===== config.mk =====
export PLATFORM = sky130hd
export DESIGN_NAME = char_lcd_nibble_sequencer_unit
export DESIGN_NICKNAME = d
export VERILOG_FILES = /design/src/design/cln_pkg.sv /design/src/design/cln_front.sv /design/src/design/cln_queue.sv /design/src/design/cln_back.sv /design/src/design/char_lcd_nibble_sequencer_unit.sv
export SDC_FILE = /design/constraint.sdc
export NUM_CORES = 1
export LEC_CHECK = 0
export ABC_AREA = 1
export BUFFER_PORTS_ARGS = -buffer_cell sky130_fd_sc_hd__buf_4
export CORE_MARGIN = 10
export CORE_UTILIZATION = 43
export CTS_CLUSTER_SIZE = 30
export DETAILED_ROUTE_END_ITERATION = 10
export HOLD_SLACK_MARGIN = 0.05
export PLACE_DENSITY = 0.76
export SETUP_SLACK_MARGIN = 0.5
export SYNTH_ARGS = -nofsm -noshare
export SYNTH_HDL_FRONTEND = slang
export SYNTH_SLANG_ARGS = --single-unit

===== constraint.sdc =====
create_clock -name clk -period 4.7 [get_ports clk]
set_clock_uncertainty 0.15 [all_clocks]
set_input_delay 0.47 -clock clk [delete_from_list [all_inputs] [get_ports clk]]
set_output_delay 0.47 -clock clk [all_outputs]
set_load 0.005 [all_outputs]

===== src/design/cln_pkg.sv =====
// shared types, constants and event tables for the character display nibble sequencer
`default_nettype none
package cln_pkg;

  localparam int unsigned InDataW  = 16;
  localparam int unsigned InUserW  = 3;
  localparam int unsigned OutDataW = 40;

  localparam logic [2:0] ReqInit  = 3'd0;
  localparam logic [2:0] ReqClear = 3'd1;
  localparam logic [2:0] ReqHome  = 3'd2;
  localparam logic [2:0] ReqGoto  = 3'd3;
  localparam logic [2:0] ReqChar  = 3'd4;

  localparam logic [7:0] CmdClear    = 8'h01;
  localparam logic [7:0] CmdHome     = 8'h02;
  localparam logic [7:0] CmdSetAddr  = 8'h80;
  localparam logic [7:0] CmdFuncSet  = 8'h28;
  localparam logic [7:0] CmdDispOn   = 8'h0C;
  localparam logic [7:0] CmdEntry    = 8'h06;
  localparam logic [3:0] NibWake     = 4'h3;
  localparam logic [3:0] NibFour     = 4'h2;

  localparam logic [15:0] PowerUpUs   = 16'd50000;
  localparam logic [12:0] WakeFirstUs = 13'd5000;
  localparam logic [12:0] WakeNextUs  = 13'd100;
  localparam logic [12:0] SettleUs    = 13'd50;
  localparam logic [12:0] LongCmdUs   = 13'd2050;

  localparam logic [3:0] InitLastStep = 4'd13;

  typedef struct packed {
    logic       is_init;
    logic       rs;
    logic       long_wait;
    logic [7:0] data;
  } cmd_t;

  typedef struct packed {
    logic        rs;
    logic [3:0]  nibble;
    logic [15:0] wait_before;
    logic [12:0] wait_after;
    logic        last;
  } event_t;

  function automatic event_t byte_event(input cmd_t cmd, input logic low_half);
    event_t ev;
    ev.rs          = cmd.rs;
    ev.nibble      = low_half ? cmd.data[3:0] : cmd.data[7:4];
    ev.wait_before = '0;
    ev.wait_after  = !low_half ? '0 : (cmd.long_wait ? LongCmdUs : SettleUs);
    ev.last        = low_half;
    return ev;
  endfunction

  function automatic event_t init_event(input logic [3:0] step);
    event_t ev;
    ev.rs          = 1'b0;
    ev.wait_before = '0;
    ev.wait_after  = '0;
    ev.last        = 1'b0;
    ev.nibble      = '0;
    case (step)
      4'd0: begin
        ev.nibble      = NibWake;
        ev.wait_before = PowerUpUs;
        ev.wait_after  = WakeFirstUs;
      end
      4'd1: begin
        ev.nibble     = NibWake;
        ev.wait_after = WakeNextUs;
      end
      4'd2:  ev.nibble = NibWake;
      4'd3:  ev.nibble = NibFour;
      4'd4:  ev.nibble = CmdFuncSet[7:4];
      4'd5: begin
        ev.nibble     = CmdFuncSet[3:0];
        ev.wait_after = SettleUs + SettleUs;
      end
      4'd6:  ev.nibble = CmdFuncSet[7:4];
      4'd7: begin
        ev.nibble     = CmdFuncSet[3:0];
        ev.wait_after = SettleUs;
      end
      4'd8:  ev.nibble = CmdDispOn[7:4];
      4'd9: begin
        ev.nibble     = CmdDispOn[3:0];
        ev.wait_after = SettleUs;
      end
      4'd10: ev.nibble = CmdEntry[7:4];
      4'd11: begin
        ev.nibble     = CmdEntry[3:0];
        ev.wait_after = SettleUs;
      end
      4'd12: ev.nibble = CmdClear[7:4];
      InitLastStep: begin
        ev.nibble     = CmdClear[3:0];
        ev.wait_after = LongCmdUs;
        ev.last       = 1'b1;
      end
      default: ev.nibble = '0;
    endcase
    return ev;
  endfunction

endpackage
`default_nettype wire


===== src/design/cln_front.sv =====
// request decoder: turns an accepted request into a queued command
`default_nettype none
module cln_front
  import cln_pkg::*;
(
  input  wire logic               in_tvalid,
  output logic                    in_tready,
  input  wire logic [InDataW-1:0] in_tdata,
  input  wire logic [InUserW-1:0] in_tuser,
  input  wire logic               q_full,
  output logic                    push,
  output cmd_t                    push_cmd
);

  logic known;

  always_comb begin
    known    = 1'b1;
    push_cmd = '0;
    unique case (in_tuser)
      ReqInit: begin
        push_cmd.is_init = 1'b1;
      end
      ReqClear: begin
        push_cmd.data      = CmdClear;
        push_cmd.long_wait = 1'b1;
      end
      ReqHome: begin
        push_cmd.data      = CmdHome;
        push_cmd.long_wait = 1'b1;
      end
      ReqGoto: begin
        // line base 0x40 lands on bit 6, column fills bits 5..0
        push_cmd.data = CmdSetAddr | {1'b0, in_tdata[8], in_tdata[14:9]};
      end
      ReqChar: begin
        push_cmd.rs   = 1'b1;
        push_cmd.data = in_tdata[7:0];
      end
      default: known = 1'b0;
    endcase
  end

  assign in_tready = !q_full;
  assign push      = in_tvalid && in_tready && known;

endmodule
`default_nettype wire


===== src/design/cln_queue.sv =====
// small command queue between the decoder and the strobe sequencer
`default_nettype none
module cln_queue
  import cln_pkg::*;
#(
  parameter int unsigned DEPTH = 2
) (
  input  wire logic clk,
  input  wire logic rst_n,
  input  wire logic push,
  input  wire cmd_t push_cmd,
  input  wire logic pop,
  output logic      full,
  output logic      head_valid,
  output cmd_t      head_cmd
);

  localparam int unsigned PW = (DEPTH > 1) ? $clog2(DEPTH) : 1;
  localparam int unsigned CW = $clog2(DEPTH + 1);

  cmd_t          slot_r [DEPTH];
  logic [PW-1:0] wr_ptr_r, wr_ptr_nxt;
  logic [PW-1:0] rd_ptr_r, rd_ptr_nxt;
  logic [CW-1:0] count_r, count_nxt;

  always_comb begin
    wr_ptr_nxt = wr_ptr_r;
    rd_ptr_nxt = rd_ptr_r;
    count_nxt  = count_r;
    if (push) begin
      wr_ptr_nxt = (wr_ptr_r == PW'(DEPTH - 1)) ? '0 : wr_ptr_r + 1'b1;
    end
    if (pop) begin
      rd_ptr_nxt = (rd_ptr_r == PW'(DEPTH - 1)) ? '0 : rd_ptr_r + 1'b1;
    end
    if (push && !pop) begin
      count_nxt = count_r + 1'b1;
    end else if (pop && !push) begin
      count_nxt = count_r - 1'b1;
    end
  end

  always_ff @(posedge clk) begin
    if (!rst_n) begin
      wr_ptr_r <= '0;
      rd_ptr_r <= '0;
      count_r  <= '0;
    end else begin
      wr_ptr_r <= wr_ptr_nxt;
      rd_ptr_r <= rd_ptr_nxt;
      count_r  <= count_nxt;
    end
  end

  always_ff @(posedge clk) begin
    if (push) begin
      slot_r[wr_ptr_r] <= push_cmd;
    end
  end

  assign full       = (count_r == CW'(DEPTH));
  assign head_valid = (count_r != '0);
  assign head_cmd   = slot_r[rd_ptr_r];

endmodule
`default_nettype wire


===== src/design/cln_back.sv =====
// strobe sequencer: walks the head command and registers one event per cycle while the output is not stalled
`default_nettype none
module cln_back
  import cln_pkg::*;
(
  input  wire logic                clk,
  input  wire logic                rst_n,
  input  wire logic                head_valid,
  input  wire cmd_t                head_cmd,
  output logic                     pop,
  output logic                     out_tvalid,
  input  wire logic                out_tready,
  output logic [OutDataW-1:0]      out_tdata,
  output logic                     out_tuser,
  output logic                     out_tlast
);

  logic [3:0] step_r, step_nxt;
  logic       valid_r, valid_nxt;
  event_t     ev_r;
  event_t     ev_cur;
  logic       load;

  always_comb begin
    ev_cur = head_cmd.is_init ? init_event(step_r) : byte_event(head_cmd, step_r[0]);
    load   = head_valid && (!valid_r || out_tready);
    pop    = load && ev_cur.last;
    step_nxt  = step_r;
    valid_nxt = valid_r && !out_tready;
    if (load) begin
      valid_nxt = 1'b1;
      step_nxt  = ev_cur.last ? '0 : step_r + 1'b1;
    end
  end

  always_ff @(posedge clk) begin
    if (!rst_n) begin
      step_r  <= '0;
      valid_r <= 1'b0;
    end else begin
      step_r  <= step_nxt;
      valid_r <= valid_nxt;
    end
  end

  always_ff @(posedge clk) begin
    if (load) begin
      ev_r <= ev_cur;
    end
  end

  assign out_tvalid = valid_r;
  assign out_tuser  = ev_r.rs;
  assign out_tlast  = ev_r.last;
  assign out_tdata  = {7'd0, ev_r.wait_after, ev_r.wait_before, ev_r.nibble};

endmodule
`default_nettype wire


===== src/design/char_lcd_nibble_sequencer_unit.sv =====
// top level of the character display nibble sequencer
//
// channel  dir  handshake          payload
// in_      in   tvalid/tready      tuser request kind, tdata char/row/column
// out_     out  tvalid/tready      tuser register select, tdata nibble/waits, tlast
//
// initialize gives 14 strobe events, clear/home/goto/char give 2, one per cycle while out_ is not stalled
// the back sequencer stepping the head command sets that pace
// a request is taken every cycle while the command queue has room
// rst_n is synchronous; it empties the queue and the output register
// the queue lets requests arrive while the output is stalled
`default_nettype none
module char_lcd_nibble_sequencer_unit
  import cln_pkg::*;
#(
  parameter int unsigned QDEPTH = 2
) (
  input  wire logic                clk,
  input  wire logic                rst_n,
  input  wire logic                in_tvalid,
  output logic                     in_tready,
  input  wire logic [InDataW-1:0]  in_tdata,   // char_code[7:0], row[8], column[14:9]
  input  wire logic [InUserW-1:0]  in_tuser,   // req_type[2:0]
  output logic                     out_tvalid,
  input  wire logic                out_tready,
  output logic [OutDataW-1:0]      out_tdata,  // nibble[3:0], wait_before_us[19:4], wait_after_us[32:20]
  output logic                     out_tuser,  // reg_select
  output logic                     out_tlast
);

  logic q_full;
  logic push;
  logic pop;
  logic head_valid;
  cmd_t push_cmd;
  cmd_t head_cmd;

  cln_front u_front (
    .in_tvalid (in_tvalid),
    .in_tready (in_tready),
    .in_tdata  (in_tdata),
    .in_tuser  (in_tuser),
    .q_full    (q_full),
    .push      (push),
    .push_cmd  (push_cmd)
  );

  cln_queue #(
    .DEPTH (QDEPTH)
  ) u_queue (
    .clk        (clk),
    .rst_n      (rst_n),
    .push       (push),
    .push_cmd   (push_cmd),
    .pop        (pop),
    .full       (q_full),
    .head_valid (head_valid),
    .head_cmd   (head_cmd)
  );

  cln_back u_back (
    .clk        (clk),
    .rst_n      (rst_n),
    .head_valid (head_valid),
    .head_cmd   (head_cmd),
    .pop        (pop),
    .out_tvalid (out_tvalid),
    .out_tready (out_tready),
    .out_tdata  (out_tdata),
    .out_tuser  (out_tuser),
    .out_tlast  (out_tlast)
  );

endmodule
`default_nettype wire


==> reports/metrics.csv <==
metric;value;unit
clk buf depth;2;
post-synthesis sequential area ratio;54.5;%
status;complete, no violations;
post-synth cell types;28;
number of nets in the layout;310;
CP dominant cell by count;nand2_2;
CTS sink count;45;
slew at the pin closest to its max-slew limit;937;ps
setup violators final;0;
clk slew on worst S/H paths;80;ps
R2R Setup Slk;2400;ps
ANT nets after route;0;
first-pass GRT wire length;7300;µm
Hold Buf Count CTS;0;
die area;0.00867;mm²
Final Routed Wirelength;4390;µm
Ports;67;
R2R depth;10;
hold path startpoint;rst_n;
Detailed Place HPWL;3460;µm
# port buffers;46;
RSZ-0062 raised after global routing;false;
drt initial violations;49;
Hold Crit Class;primary input to flop;
Cell Rows;26;
critical path arrival;2340;ps
Leak;0.00120;µW
# H-tree levels;2;
post-route DRC violation count;0;
Global Route Usage Sum;10.3;%
#FFs+latches synth;45;
Via density;4.60;
postcts setup bufs;0;
Die Span X;93.1;µm
vias in the first global route;1647;
ANT cells;0;
VDD IR-drop max;0.150;mV
worst r2r dst;u_queue.count_r[1];
gr ovfl total;0;
Hold Path Stages;3;
Cell Pwr Density;366;mW/mm²
Critical Path RT;4740;ps
Avg Inst Size Synth;9.45;µm²
Yosys top cell by area;edfxtp_1;
P&R area growth vs syn;15.2;%
CORE AREA;0.00514;mm²
Synth top area share;45.8;%
mapped cell area;0.00230;mm²
critical path type;flop to flop;
hold path endpoint;u_queue.wr_ptr_r;
Wirelength per Cell;12.4;µm
fraction of final layout cells with drive strength greater than 1;23.0;%
fillers;490;
Crit path max-delay family;flip-flops;
Die Height;93.1;µm
relative slew slack;37.3;%
Critical Path Slowest Stage Cell;dfxtp_1;
largest stage delay on the critical path;620;ps
Post-CTS Resized;0;
final period utilization;49.0;%
asr flop ratio synth;0;%
final count of hold timing violations;0;
post-route minimum period;2300;ps
max-cap violation count;0;
final setup TNS;0;ps
root buffer cell;clkbuf_8;
CP Capture Type;flop;
top post-synthesis cells by count;nand2_1, edfxtp_1, buf_4;
crit-path max FO;12;
final core utilization;51.5;%
top post-synthesis cells by area;edfxtp_1, buf_4, dfxtp_1;
Pins Over Slew Limit;0;
Ys Warns;0;
worst-path cell chain;inv_2 > nand2_2 > nand3_1 > nand2_2 > nand2_2 > ha_1 > a21oi_1 > nand2_1 > o21ai_0 > a21oi_1;
largest net degree at the start of global routing;20;
Main synth FF type;edfxtp_1;
Vias;1623;
Mapped Cells;243;
worst skew pair latency;300;ps
GP Congestion;0.813;
CP startpoint kind;flop;
top-count cell post-synth;nand2_1;
CTS buffer count;5;
initial antenna violation count;0;
Peak Freq;434;MHz
TritonCTS clock tree;built;
drt pass-1 iters;4;
Post-synth EDFFs;35;
crit path buf inv count;1;
Initial Util;44.7;%
-- power by group --
group	switching [µW]	internal, µW	leakage [µW]	total (µW)
Sequential	25.1	487	0.000414	512
Combinational	125	102	0.000744	227
Clock	125	105	0.0000385	231
Total	275	694	0.00120	969
-- metal layers --
metal  wire (µm)  GRT usage [%]
met3         412           4.24
met1        1850           10.7
met5           0              0
met2        2060           17.5
met4          73           4.88
-- layout by cell type, fill, tap and decap left out, types with 7 or more instances in the layout --
cell type / Yosys / routed
inv_1: 21 / 21
dfxtp_1: 10 / 10
a21oi_1: 7 / 7
edfxtp_1: 35 / 35
nand3_1: 17 / 17
nor2_1: 28 / 28
nand2_1: 45 / 45
conb_1: 1 / 19
o21ai_0: 14 / 14
buf_4: 30 / 46
-- layout make-up --
cell class / count / area (µm²) / share of cell area [%]
clock buffers: 7 / 76.3 / 2.88
clock inverters: 1 / 7.51 / 0.284
inverters: 26 / 97.6 / 3.69
multi-input cells: 158 / 781 / 29.5
flip-flops and latches: 45 / 1250 / 47.3
well taps: 70 / 87.6 / 3.31
repair buffers: 46 / 345 / 13.0
-- logic make-up after synthesis --
kind of cell             synth area share, %
buffers and inverters                   14.5
adder cells (fa/ha/maj)                 2.72
AO/OA/AOI/OAI                           7.35
AND/OR/NAND/NOR                         20.0
multiplexers                           0.436
flip-flops                              54.5
XOR/XNOR                               0.381
other                                  0.163
-- sequential cells by signal (all words and copies together), names as in the netlist, named ones only --
name,cells
u_queue.slot_r,22
u_back.out_tdata,11
u_back.step_r,4
u_queue.count_r,2
u_back.out_tlast,1
u_back.out_tuser,1
u_back.out_tvalid,1
u_queue.rd_ptr_r,1
u_queue.wr_ptr_r,1
-- metrics by stage --
stage | power [µW] | worst slack [ps] | instance area (µm²) | hold slack, ps | instances
after floorplan | 671 | 2790 | 2360 | 315 | 261
after global placement | 741 | 2380 | 2560 | 327 | 345
after detailed placement | 750 | 2340 | 2560 | 342 | 345
after CTS | 978 | 2390 | 2650 | 286 | 353
after global routing | 1030 | 2190 | 2650 | 299 | 353
final | 969 | 2400 | 2650 | 295 | 353
-- worst max path at each step --
| stage | endpoint | startpoint | slack (ps) | cells past startpoint |
|---|---|---|---|---|
| global route | u_queue.count_r[1] | flop | 2190 | 10 |
| CTS | u_queue.count_r[1] | flop | 2390 | 10 |
| detailed placement | u_queue.slot_r[0][2] | in_tuser[1] | 2340 | 6 |
| global placement | u_queue.slot_r[0][2] | in_tuser[1] | 2380 | 6 |
| finish | u_queue.count_r[1] | flop | 2400 | 10 |
| floorplan | u_queue.slot_r[0][0] | in_tuser[1] | 2790 | 5 |
-- worst min-delay path: stages --
cell and delay, ps:
buf_4 140, nand2_1 60, nor2_1 30
(Power assumes the default switching activity.)
